## config.mk

```make
export PLATFORM = sky130hd
export DESIGN_NAME = char_lcd_text_writer
export DESIGN_NICKNAME = d
export VERILOG_FILES = /design/src/hdl/clcd_pkg.sv /design/src/hdl/clcd_front.sv /design/src/hdl/clcd_queue.sv /design/src/hdl/clcd_back.sv /design/src/hdl/char_lcd_text_writer.sv
export SDC_FILE = /design/constraint.sdc
export NUM_CORES = 1
export LEC_CHECK = 0
export ABC_AREA = 1
export BUFFER_PORTS_ARGS = -buffer_cell sky130_fd_sc_hd__buf_2
export CORE_ASPECT_RATIO = 0.5
export CORE_MARGIN = 3
export CORE_UTILIZATION = 45
export CTS_BUF_LIST = sky130_fd_sc_hd__clkbuf_8 sky130_fd_sc_hd__clkbuf_16
export DETAILED_ROUTE_END_ITERATION = 6
export GPL_TIMING_DRIVEN = 0
export MAX_ROUTING_LAYER = met4
export SLEW_MARGIN = 20
export SYNTH_ARGS = -nofsm -noshare
export SYNTH_HDL_FRONTEND = slang
export SYNTH_SLANG_ARGS = --single-unit
```

## constraint.sdc

```tcl
create_clock -name clk -period 6.59 [get_ports clk]
set_clock_uncertainty 0.1 [all_clocks]
set_input_delay 0 -clock clk [delete_from_list [all_inputs] [get_ports clk]]
set_output_delay 0 -clock clk [all_outputs]
set_load 0.05 [all_outputs]
```

## src/hdl/clcd_pkg.sv

```systemverilog
// shared types, constants and helpers for the character lcd text writer
package clcd_pkg;

  localparam int COLUMNS = 16;
  localparam int ROWS    = 2;
  localparam int COL_W   = $clog2(COLUMNS);

  localparam int QDEPTH  = 4;
  localparam int QPTR_W  = $clog2(QDEPTH);
  localparam int QCNT_W  = $clog2(QDEPTH + 1);

  localparam int INIT_LEN = 8;
  localparam int STEP_W   = $clog2(INIT_LEN);

  localparam logic [1:0] CMD_CHAR = 2'd0;
  localparam logic [1:0] CMD_GOTO = 2'd1;
  localparam logic [1:0] CMD_INIT = 2'd2;

  typedef enum logic [1:0] {
    OP_CHAR,
    OP_CHAR_WRAP,
    OP_GOTO,
    OP_INIT
  } op_kind_t;

  typedef struct packed {
    op_kind_t   kind;
    logic [7:0] data;
    logic [7:0] addr;
  } op_t;

  typedef struct packed {
    logic              full;
    logic              empty;
    logic [QCNT_W-1:0] count;
  } qstat_t;

  typedef struct packed {
    logic        reg_select;
    logic [7:0]  bus_byte;
    logic        wait_busy;
    logic [10:0] delay_before;
    logic        last;
  } res_t;

  // set-ddram-address command for a cursor position
  function automatic logic [7:0] addr_byte(input logic r, input logic [COL_W-1:0] c);
    logic [7:0] base;
    base = r ? 8'h40 : 8'h00;
    return 8'(8'h80 + base + 8'(c));
  endfunction

endpackage

```

## src/hdl/clcd_front.sv

```systemverilog
// front end: accepts requests, tracks the cursor and queues bus operations
module clcd_front
  import clcd_pkg::*;
(
  input  logic       clk,
  input  logic       rst,
  input  logic       in_valid,
  output logic       in_ready,
  input  logic [1:0] cmd,
  input  logic [7:0] char_code,
  input  logic [3:0] col,
  input  logic       row,
  input  qstat_t     qstat,
  output logic       push,
  output op_t        push_op
);

  logic [COL_W-1:0] cursor_col, cursor_col_next;
  logic             cursor_row, cursor_row_next;

  logic [COL_W:0]   col_inc;
  logic             col_wrap;
  logic [1:0]       row_inc;
  logic             row_adv;
  logic [COL_W-1:0] col_sat;
  logic             row_sat;
  logic             accept;

  assign in_ready = !qstat.full;
  assign accept   = in_valid && in_ready;

  always_comb begin
    col_inc  = {1'b0, cursor_col} + (COL_W+1)'(1);
    col_wrap = col_inc > (COL_W+1)'(COLUMNS - 1);
    row_inc  = {1'b0, cursor_row} + 2'd1;
    row_adv  = (row_inc > 2'(ROWS - 1)) ? 1'b0 : row_inc[0];
    col_sat  = ({4'b0, col} > 8'(COLUMNS - 1)) ? COL_W'(COLUMNS - 1) : COL_W'(col);
    row_sat  = (row > 1'(ROWS - 1)) ? 1'(ROWS - 1) : row;
  end

  always_comb begin
    cursor_col_next = cursor_col;
    cursor_row_next = cursor_row;
    push            = 1'b0;
    push_op.kind    = OP_CHAR;
    push_op.data    = char_code;
    push_op.addr    = 8'h00;
    unique case (cmd)
      CMD_CHAR: begin
        push = accept;
        if (col_wrap) begin
          cursor_col_next = '0;
          cursor_row_next = row_adv;
          push_op.kind    = OP_CHAR_WRAP;
          push_op.addr    = addr_byte(row_adv, '0);
        end else begin
          cursor_col_next = col_inc[COL_W-1:0];
        end
      end
      CMD_GOTO: begin
        push            = accept;
        cursor_col_next = col_sat;
        cursor_row_next = row_sat;
        push_op.kind    = OP_GOTO;
        push_op.addr    = addr_byte(row_sat, col_sat);
      end
      CMD_INIT: begin
        push            = accept;
        cursor_col_next = '0;
        cursor_row_next = 1'b0;
        push_op.kind    = OP_INIT;
      end
      default: begin
        // unused code: dropped, cursor unchanged
        push = 1'b0;
      end
    endcase
  end

  always_ff @(posedge clk) begin
    if (rst) begin
      cursor_col <= '0;
      cursor_row <= 1'b0;
    end else if (accept) begin
      cursor_col <= cursor_col_next;
      cursor_row <= cursor_row_next;
    end
  end

endmodule

```

## src/hdl/clcd_queue.sv

```systemverilog
// small operation queue between front and back ends
module clcd_queue
  import clcd_pkg::*;
(
  input  logic   clk,
  input  logic   rst,
  input  logic   push,
  input  op_t    push_op,
  input  logic   pop,
  output op_t    head,
  output qstat_t qstat
);

  op_t               slots [QDEPTH];
  logic [QPTR_W-1:0] wr_ptr, rd_ptr;
  logic [QCNT_W-1:0] count;
  logic              do_push, do_pop;

  assign do_push     = push && (count != QCNT_W'(QDEPTH));
  assign do_pop      = pop && (count != '0);
  assign head        = slots[rd_ptr];
  assign qstat.full  = count == QCNT_W'(QDEPTH);
  assign qstat.empty = count == '0;
  assign qstat.count = count;

  always_ff @(posedge clk) begin
    if (do_push) begin
      slots[wr_ptr] <= push_op;
    end
  end

  always_ff @(posedge clk) begin
    if (rst) begin
      wr_ptr <= '0;
      rd_ptr <= '0;
      count  <= '0;
    end else begin
      if (do_push) begin
        wr_ptr <= wr_ptr + QPTR_W'(1);
      end
      if (do_pop) begin
        rd_ptr <= rd_ptr + QPTR_W'(1);
      end
      if (do_push && !do_pop) begin
        count <= count + QCNT_W'(1);
      end else if (do_pop && !do_push) begin
        count <= count - QCNT_W'(1);
      end
    end
  end

endmodule

```

## src/hdl/clcd_back.sv

```systemverilog
// back end: expands queued operations into bus writes, one per cycle while out_ready holds
module clcd_back
  import clcd_pkg::*;
(
  input  logic   clk,
  input  logic   rst,
  input  op_t    head,
  input  qstat_t qstat,
  output logic   pop,
  output logic   out_valid,
  input  logic   out_ready,
  output res_t   out_res
);

  logic [STEP_W-1:0] step;
  res_t              res;
  logic              load;

  function automatic logic [7:0] init_byte(input logic [STEP_W-1:0] s);
    logic [7:0] b;
    unique case (s)
      3'd0, 3'd1, 3'd2: b = 8'h30;
      3'd3:             b = 8'h38;
      3'd4:             b = 8'h14;
      3'd5:             b = 8'h0C;
      3'd6:             b = 8'h01;
      default:          b = 8'h06;
    endcase
    return b;
  endfunction

  function automatic logic [10:0] init_delay(input logic [STEP_W-1:0] s);
    logic [10:0] d;
    unique case (s)
      3'd0:             d = 11'd2000;
      3'd1, 3'd2, 3'd3: d = 11'd500;
      default:          d = 11'd0;
    endcase
    return d;
  endfunction

  always_comb begin
    res.reg_select   = 1'b0;
    res.bus_byte     = head.addr;
    res.wait_busy    = 1'b1;
    res.delay_before = 11'd0;
    res.last         = 1'b1;
    unique case (head.kind)
      OP_CHAR: begin
        res.reg_select = 1'b1;
        res.bus_byte   = head.data;
      end
      OP_CHAR_WRAP: begin
        if (step == '0) begin
          res.reg_select = 1'b1;
          res.bus_byte   = head.data;
          res.last       = 1'b0;
        end
      end
      OP_GOTO: begin
        res.bus_byte = head.addr;
      end
      OP_INIT: begin
        res.bus_byte     = init_byte(step);
        res.wait_busy    = step >= STEP_W'(3);
        res.delay_before = init_delay(step);
        res.last         = step == STEP_W'(INIT_LEN - 1);
      end
      default: begin
        res.last = 1'b1;
      end
    endcase
  end

  assign load = !qstat.empty && (!out_valid || out_ready);
  assign pop  = load && res.last;

  always_ff @(posedge clk) begin
    if (rst) begin
      step      <= '0;
      out_valid <= 1'b0;
    end else begin
      if (load) begin
        out_valid <= 1'b1;
        step      <= res.last ? '0 : step + STEP_W'(1);
      end else if (out_ready) begin
        out_valid <= 1'b0;
      end
    end
  end

  always_ff @(posedge clk) begin
    if (load) begin
      out_res <= res;
    end
  end

endmodule

```

## src/hdl/char_lcd_text_writer.sv

```systemverilog
// top level of the character lcd text writer
// Turns text requests for a 16x2 character LCD into controller bus writes,
// one result transfer per write. The front end takes a request in any cycle
// in which the four-entry operation queue has room, updates the cursor at
// once and queues one operation; the back end expands the queue head into
// bus writes at one per cycle while m_tready holds, through a registered
// output stage: a character is one write, or two when it wraps and an
// address command follows, a goto is one write and an init is eight.
// Unused request code 3 is taken and dropped with no output. tlast marks the
// final write of each request; tuser is 0 for a command register write and
// 1 for a data register write.
module char_lcd_text_writer
  import clcd_pkg::*;
(
  input  logic        clk,
  input  logic        rst,
  // request channel
  input  logic        s_tvalid,
  output logic        s_tready,
  input  logic [15:0] s_tdata,   // char_code[7:0], col[11:8], row[12], zero[15:13]
  input  logic [1:0]  s_tuser,   // cmd[1:0]
  // bus write channel
  output logic        m_tvalid,
  input  logic        m_tready,
  output logic [23:0] m_tdata,   // bus_byte[7:0], wait_busy[8], delay_before[19:9],
                                 // zero[23:20]
  output logic        m_tuser,   // reg_select[0]
  output logic        m_tlast
);

  // front to queue
  logic   push;
  op_t    push_op;
  // queue to back
  op_t    head;
  qstat_t qstat;
  logic   pop;
  // registered result
  res_t   out_res;

  clcd_front u_front (
    .clk       (clk),
    .rst       (rst),
    .in_valid  (s_tvalid),
    .in_ready  (s_tready),
    .cmd       (s_tuser),
    .char_code (s_tdata[7:0]),
    .col       (s_tdata[11:8]),
    .row       (s_tdata[12]),
    .qstat     (qstat),
    .push      (push),
    .push_op   (push_op)
  );

  clcd_queue u_queue (
    .clk     (clk),
    .rst     (rst),
    .push    (push),
    .push_op (push_op),
    .pop     (pop),
    .head    (head),
    .qstat   (qstat)
  );

  clcd_back u_back (
    .clk       (clk),
    .rst       (rst),
    .head      (head),
    .qstat     (qstat),
    .pop       (pop),
    .out_valid (m_tvalid),
    .out_ready (m_tready),
    .out_res   (out_res)
  );

  // pack the result transfer
  assign m_tdata = {4'b0, out_res.delay_before, out_res.wait_busy, out_res.bus_byte};
  assign m_tuser = out_res.reg_select;
  assign m_tlast = out_res.last;

  // queue occupancy stays within its depth
  assert property (@(posedge clk) disable iff (rst) qstat.count <= QCNT_W'(QDEPTH))
    else $error("operation queue count beyond depth");

  // the front end never pushes into a full queue
  assert property (@(posedge clk) disable iff (rst) push |-> !qstat.full)
    else $error("push into full operation queue");

  // a delayed write is always a command register write
  assert property (@(posedge clk) disable iff (rst)
    (m_tvalid && (m_tdata[19:9] != 11'd0)) |-> !m_tuser)
    else $error("delay on a data register write");

endmodule
```

==> results of run 1 <==
==> per-stage QoR <==
| stage | util [%] | power, mW | hold WS (ps) |
|---|---|---|---|
| after floorplan | - | 1.69 | -27.6 |
| after CTS | 56.7 | 2.45 | 45.6 |
| after global routing | 56.7 | 2.58 | 91.4 |
| after detailed placement | 51.9 | 1.93 | 82.0 |
| after global placement | 51.2 | 1.91 | 74.6 |
| final | 56.7 | 2.42 | 63.0 |
==> flip-flops by register name, indices dropped and copies added (netlist names), 2 cells and up, named ones only <==
register / flops
u_queue.slots: 64
u_back.out_res: 14
u_front.cursor_col: 4
u_back.step: 3
u_queue.count: 3
u_queue.rd_ptr: 2
u_queue.wr_ptr: 2
==> final cells by class <==
type	count	area (um^2)
Buffer	24	183
Clock buffer	9	225
Clock inverter	7	73.8
Fill cell	841	4170
Inverter	48	195
Multi-Input combinational cell	268	1500
Sequential cell	96	2700
Tap cell	135	169
Timing Repair Buffer	59	412
==> cell families (layout without fill, tap and decap cells) <==
| logic type | after synthesis | after routing | synth area share, % |
|---|---|---|---|
| other cells | 1 | 7 | 0.0825 |
| simple gates | 158 | 158 | 16.8 |
| fa+ha+maj | 17 | 17 | 4.84 |
| xor+xnor | 2 | 2 | 0.385 |
| compound gates | 84 | 84 | 10.2 |
| flops | 96 | 96 | 59.4 |
| buf+inv | 72 | 147 | 8.31 |
==> cells in the final DEF, fill, tap and decap left out, types with 4 or more instances in the layout <==
cell type / n
ha_1: 16
nand3_1: 13
nor2_2: 4
nand4_1: 7
buf_6: 5
nand2_1: 72
buf_2: 44
o21ai_1: 6
o21ai_0: 42
clkbuf_16: 9
buf_4: 15
dlygate4sd3_1: 16
nor2_1: 42
edfxtp_1: 78
nand2_2: 6
dfxtp_1: 18
a21oi_1: 19
o22ai_1: 8
inv_1: 41
conb_1: 7
==> critical path: cells and delay by family, from the launching register on <==
| family | cells | cell delay [ps] |
|---|---|---|
| simple gates | 2 | 370 |
| flops | 1 | 330 |
| buf+inv | 3 | 580 |
| compound gates | 5 | 700 |
| fa+ha+maj | 2 | 550 |
==> report_power, final <==
group / internal (mW) / total (mW) / switching, mW
Clock: 0.268 / 0.511 / 0.243
Sequential: 0.801 / 0.846 / 0.0451
Combinational: 0.315 / 1.06 / 0.750
==> final timing paths <==
path / startpoint / endpoint / slack [ps]
hold / removal: s_tuser[1] / u_queue.slots[1][16]$_DFFE_PP_ / 60
setup / recovery: u_queue.count[1]$_SDFFE_PP0P_ / u_queue.count[2]$_SDFFE_PP0P_ / 3850
hold reg to reg: u_queue.rd_ptr[0]$_SDFFE_PP0P_ / u_queue.rd_ptr[0]$_SDFFE_PP0P_ / 370
setup reg to reg: u_queue.count[1]$_SDFFE_PP0P_ / u_queue.count[2]$_SDFFE_PP0P_ / 3850
==> metal layers <==
metal	global-route usage, %	vias up	wire length, um
met1	21.4	1402	4370
met2	25.6	76	4000
met3	4.72	2	504
met5	-	-	0
met4	5.25	0	29
li1	-	1609	-
==> timing repair <==
| action | 4_1_cts | 5_1_grt |
|---|---|---|
| buffers inserted | 0 | 0 |
| hold endpoints to repair | 57 | 0 |
| hold buffers | 16 | 0 |
==> impl_metrics.yaml, run 1 <==
run_status:
  status: "finished clean"
clocking:
  h-tree-depth: 3
  cts.clk_slew.worst_paths_ps: 70
  cts_tree: "done"
  clock_tree_root_buffer_cell: "clkbuf_16"
  worst_skew_pair.late_latency_ps: 350
  clk_path_buf_depth: 2
  tritoncts_buffer_count: 9
  cts.repair.resized: 0
  cts_sinks: 96
timing:
  finalSetupViolations: 0
  finalHoldViolCount: 0
  grt_setup_unrepaired: "no"
  final.period_utilization_pct: 41.6
  drv_slew: 0
  fmaxAchievable_mhz: 365
  layout_min_cycle_time_ps: 2740
  finalWorstSetupSlack_ps: 3850
  finalSetupTns_ps: 0
  worst-slew-pin-transition_ps: 754
  slew-limit-headroom_pct: 49.7
detailed_routing:
  detailedRoute.firstPassIterationCount: 4
  route.detailed.drc: 0
  via_count: 3089
  via_per_inst: 4.78
  drt-initial-drc-count: 191
  postRouteAntennaNets: 0
  routed_wl_um: 8900
  post_drt_wl_per_cell_um: 13.8
floorplanning:
  effective_utilization_at_floorplan_pct: 47.2
  dieWidth_um: 148
  die_footprint_um2: 11400
  fp.coreArea_um2: 9630
  die_h_um: 77.1
  floorplan.io_pins: 50
  core_rows: 25
placed_design:
  io_buffer_count: 39
  postPlaceCellArea_um2: 5000
  dp_hpwl_um: 6360
  gp_routability_congestion: 0.773
  detailedPlace.worstSlack_ps: 3850
  dpl.cell_count: 614
worst_setup_path:
  critPathArrivalTime_ps: 2880
  worst-setup-path-type: "reg -> reg"
  crit_path_cell_trace: "inv_1, nand3_1, o21ai_1, inv_1, nand3_4, ha_1, inv_1, fa_1, a21oi_1, o21ai_0, o21ai_0, a21oi_1"
  slowest_delay_ps: 430
  crit_path_top_delay_cell: "inv_1"
  critPathMostFrequentCell: "inv_1"
  timing.critical_path.required_ps: 6730
  critPathMaxFanout: 18
  setup.worst_path.start_class: "flip-flop"
  reg2reg_depth: 12
  critical_path.endpoint_type: "flip-flop"
grt:
  maximum_number_of_pins_on_one_net_before_global_route_repair: 20
  global_route.usage.total_pct: 16.6
  grt_pass1_wl_um: 14100
  grt_antenna_before_repair: 0
  grt.overflow.total: 0
  first_global_vias: 2899
finish:
  final_layout_size_suffix_gt1_share_pct: 22.7
  non_filler_instance_count_after_layout: 646
  insertedDiodeCount: 0
  num-nets-final: 545
  fin_area_um2: 5460
  layout-area-overhead-vs-synth_pct: 20.1
synthesis:
  post_synth_main_area_contributors: "edfxtp_1, dfxtp_1, nand2_1"
  synth.largest_area_cell: "edfxtp_1"
  netlist_area_um2: 4550
  number_of_enable_flip_flop_cells_after_synthesis: 78
  synth.avg_cell_area_um2: 10.6
  post_synth_num_cell_types: 36
  synth-main-ff-cell: "edfxtp_1"
  synth.yosys.seq_area_share_pct: 59.4
  synthesis.instances: 430
  postSynthRegisterBits: 96
  post-synth-top-count-cell: "edfxtp_1"
  yosys.area.top_type_share_pct: 51.5
  synth-warning-count: 0
  synthArstFlopShare_pct: 0
  ranking_of_synthesized_cells_by_instance_count: "edfxtp_1, nand2_1, nor2_1"
power:
  ir_worst_vdd_mv: 0.167
  powerDensity_nw_per_um2: 444
  power.static_leakage_nw: 2.28
flow_run:
  max_cap_viol_count: 0
hold_path:
  worst_hold_path.num_cells: 3
  hold_class: "in -> reg"
No activity file was read; power rests on OpenSTA's default activity.
==> inputs of run 2 (changes only) <==
--- a/config.mk
+++ b/config.mk
@@ -5,7 +5,7 @@
 export SDC_FILE = /design/constraint.sdc
 export NUM_CORES = 1
 export LEC_CHECK = 0
-export ABC_AREA = 1
+export ABC_AREA = 0
 export BUFFER_PORTS_ARGS = -buffer_cell sky130_fd_sc_hd__buf_2
 export CORE_ASPECT_RATIO = 0.5
 export CORE_MARGIN = 3
@@ -14,6 +14,7 @@
 export DETAILED_ROUTE_END_ITERATION = 6
 export GPL_TIMING_DRIVEN = 0
 export MAX_ROUTING_LAYER = met4
+export PLACE_DENSITY = 0.66
 export SLEW_MARGIN = 20
 export SYNTH_ARGS = -nofsm -noshare
 export SYNTH_HDL_FRONTEND = slang
==> constraint.sdc (replaced) <==
create_clock -name clk -period 2.38 [get_ports clk]
set_clock_uncertainty 0.1 [all_clocks]
set_input_delay 0 -clock clk [delete_from_list [all_inputs] [get_ports clk]]
set_output_delay 0 -clock clk [all_outputs]
set_load 0.05 [all_outputs]
==> run 2 against run 1 <==
Compared with the run above: the flow now finishes with violations (negative setup slack); non-clock buffer count stayed put; fmax is 2.0% higher; utilization is 1.9 points higher; critical path depth is 2 lower; combinational power is 130% higher; hold slack worse by 39 ps; via count is 9.6% lower; register-to-register slack worse by 4200 ps; area after synthesis is 2.9% lower; flip-flop and latch count stayed put; clock-buffer cell count is 2 higher; setup slack worse by 4200 ps; largest cell class unchanged.
==> impl_metrics.yaml, run 2 <==
power:
  power.static_leakage_nw: 1.99
  powerDensity_nw_per_um2: 1160
  ir_worst_vdd_mv: 0.459
floorplanning:
  effective_utilization_at_floorplan_pct: 48.4
  dieWidth_um: 146
  core_rows: 24
  fp.coreArea_um2: 9130
  die_h_um: 76.1
  die_footprint_um2: 11100
  floorplan.io_pins: 50
clocking:
  cts.clk_slew.worst_paths_ps: 70
  h-tree-depth: 3
  cts_tree: "done"
  clk_path_buf_depth: 2
  clock_tree_root_buffer_cell: "clkbuf_16"
  cts_sinks: 96
  worst_skew_pair.late_latency_ps: 340
  tritoncts_buffer_count: 9
timing:
  fin_worst_hold_slack_ps: 24.1
  drv_slew: 0
  finalWorstSetupSlack_ps: -306
  slew-limit-headroom_pct: 55.1
  worst-slew-pin-transition_ps: 673
  final.period_utilization_pct: 113
  fmaxAchievable_mhz: 372
  grt_setup_unrepaired: "yes"
  layout_min_cycle_time_ps: 2690
  finalSetupViolations: 2
  finalHoldViolCount: 0
  finalSetupTns_ps: -429
synthesis:
  netlist_area_um2: 4420
  synthesis.instances: 325
  synth-main-ff-cell: "edfxtp_1"
  yosys.area.top_type_share_pct: 53.0
  synth.largest_area_cell: "edfxtp_1"
  postSynthRegisterBits: 96
  post_synth_num_cell_types: 47
  synthArstFlopShare_pct: 0
  synth.avg_cell_area_um2: 13.6
  post_synth_main_area_contributors: "edfxtp_1, dfxtp_1, mux4_2"
  synth.yosys.seq_area_share_pct: 61.2
  number_of_enable_flip_flop_cells_after_synthesis: 78
  synth-warning-count: 0
  post-synth-top-count-cell: "edfxtp_1"
  ranking_of_synthesized_cells_by_instance_count: "edfxtp_1, nor2_1, nand2_1"
hold_path:
  worst_hold_path.num_cells: 2
  hold_class: "in -> reg"
  hold_path_end: "u_queue.slots[1][16]$_DFFE_PP_"
  holdCritStartpoint: "s_tuser[0]"
finish:
  top_flop_regs: "u_queue.slots (64), u_back.out_res (14), u_front.cursor_col (4)"
  multiInputGateArea_um2: 1580
  commonest_non_fill_non_tap_cell_in_the_layout: "edfxtp_1"
  top_register: "u_queue.slots"
  layout-area-overhead-vs-synth_pct: 21.0
  final_layout_size_suffix_gt1_share_pct: 28.8
  largest_reg_flops: 64
  num-nets-final: 437
  insertedDiodeCount: 0
  layout_common_cells: "edfxtp_1, buf_2, nor2_1"
  seq_area_um2: 2710
  n_fill_cell: 752
grt:
  grt.overflow.total: 0
  first_global_vias: 2822
  maximum_number_of_pins_on_one_net_before_global_route_repair: 17
  global_route.usage.total_pct: 17.4
  grt_antenna_before_repair: 0
  grt_pass1_wl_um: 14500
detailed_routing:
  via_per_inst: 5.24
  postRouteAntennaNets: 0
  post_drt_wl_per_cell_um: 16.9
  via_count: 2792
  routed_wl_um: 9010
  detailedRoute.firstPassIterationCount: 5
  route.detailed.drc: 0
  drt-initial-drc-count: 165
run_status:
  status: "finished with violations"
  failed_checks: "negative setup slack"
worst_setup_path:
  reg2reg_depth: 10
  critical_path.endpoint_type: "flip-flop"
  critPathArrivalTime_ps: 2860
  capture_point_of_the_worst_reg_to_reg_path: "u_queue.count[2]$_SDFFE_PP0P_"
  rr_startpoint: "u_queue.slots[3][17]$_DFFE_PP_"
  worst-setup-path-type: "reg -> reg"
  setup.worst_path.start_class: "flip-flop"
  critPathMaxFanout: 2
  timing.critical_path.required_ps: 2560
  r2r_setup_slack_ps: -310
placed_design:
  dp_hpwl_um: 6230
  io_buffer_count: 38
  gp_routability_congestion: 0.814
flow_run:
  max_cap_viol_count: 0
## run 2: changes by cell type in the layout (fill, tap and decap cells not counted), sizes merged, moves of 7 or more
cell	change
mux2i	+11
inv	-36
o21ai	-44
and2	+10
nor2	-21
o22ai	-7
clkbuf	+9
mux4	+15
a21oi	-8
buf	-7
nand3	-12
nand2	-55
## run 2: where the power goes
part | leakage (nW) | switching [mW] | internal, mW
clock | 0.163 | 0.587 | 0.901
combinational | 0.956 | 1.60 | 0.809
sequential | 0.875 | 0.135 | 2.19
## run 2: cell families (layout without fill, tap and decap cells)
family,Yosys count,in the layout,share of synthesized area [%]
multiplexers,32,32,12.0
adder cells (fa/ha/maj),17,17,4.98
AO/OA/AOI/OAI,40,40,5.86
other,1,7,0.0849
buffers and inverters,40,112,4.70
flip-flops,96,96,61.2
AND/OR/NAND/NOR,93,93,10.1
XOR/XNOR,6,6,1.19
## run 2: how the worst max path moves through the flow
stage / start / to / slack (ps)
6_report: u_queue.slots[3][17]$_DFFE_PP_ / u_queue.count[2]$_SDFFE_PP0P_ / -310
5_1_grt: u_queue.slots[0][17]$_DFFE_PP_ / u_queue.count[2]$_SDFFE_PP0P_ / -400
4_1_cts: u_queue.slots[3][17]$_DFFE_PP_ / u_queue.count[2]$_SDFFE_PP0P_ / -340
3_5_place_dp: u_back.step[0]$_SDFFE_PP0P_ / u_queue.count[2]$_SDFFE_PP0P_ / -610
3_3_place_gp: u_back.step[0]$_SDFFE_PP0P_ / u_queue.count[2]$_SDFFE_PP0P_ / -520
2_1_floorplan: flip-flop / u_queue.count[2]$_SDFFE_PP0P_ / -240
## run 2: stage by stage
stage               setup WS (ps)  cell area, um^2  cells  power (mW)  utilization (%)
floorplan                    -242             4450    331        4.12                -
global placement             -520             4800    499        4.56             52.6
detailed placement           -614             4800    499        4.66             52.6
CTS                          -340             5330    534        6.23             58.4
global route                 -395             5350    533        6.53             58.6
finish                       -306             5350    533        6.22             58.6
## run 2: layout make-up
| class | instances | share of cell area, % |
|---|---|---|
| Sequential cell | 96 | 50.6 |
| Buffer | 24 | 2.76 |
| Tap cell | 130 | 3.04 |
| Multi-Input combinational cell | 195 | 29.5 |
| Clock inverter | 5 | 0.960 |
| Timing Repair Buffer | 59 | 7.25 |
| Clock buffer | 11 | 4.94 |
| Inverter | 13 | 0.913 |
## run 2: critical path, cell delays in order, from the launching register on
cell	delay, ps
edfxtp_1	390
mux4_2	560
mux2i_4	230
a21oi_2	100
inv_1	70
ha_2	180
inv_2	40
fa_2	330
xor2_1	170
or3_1	330
a21oi_2	120
## run 2: timing repair
| item | 4_1_cts | 5_1_grt |
|---|---|---|
| hold buffers | 16 | 0 |
| buffers inserted | 4 | 1 |
| setup endpoints to repair | 75 | 16 |
| pin swaps | 1 | 1 |
| resized for setup | 12 | 6 |
| endpoints found under the hold margin | 49 | 0 |
## run 2: metal layers
metal | vias up | share of wire (%) | GRT usage [%]
met5 | - | 0 | -
met4 | 0 | 1.7 | 5.63
met3 | 15 | 6.8 | 5.29
met2 | 103 | 46 | 26.4
met1 | 1346 | 46 | 22.6
li1 | 1328 | - | -
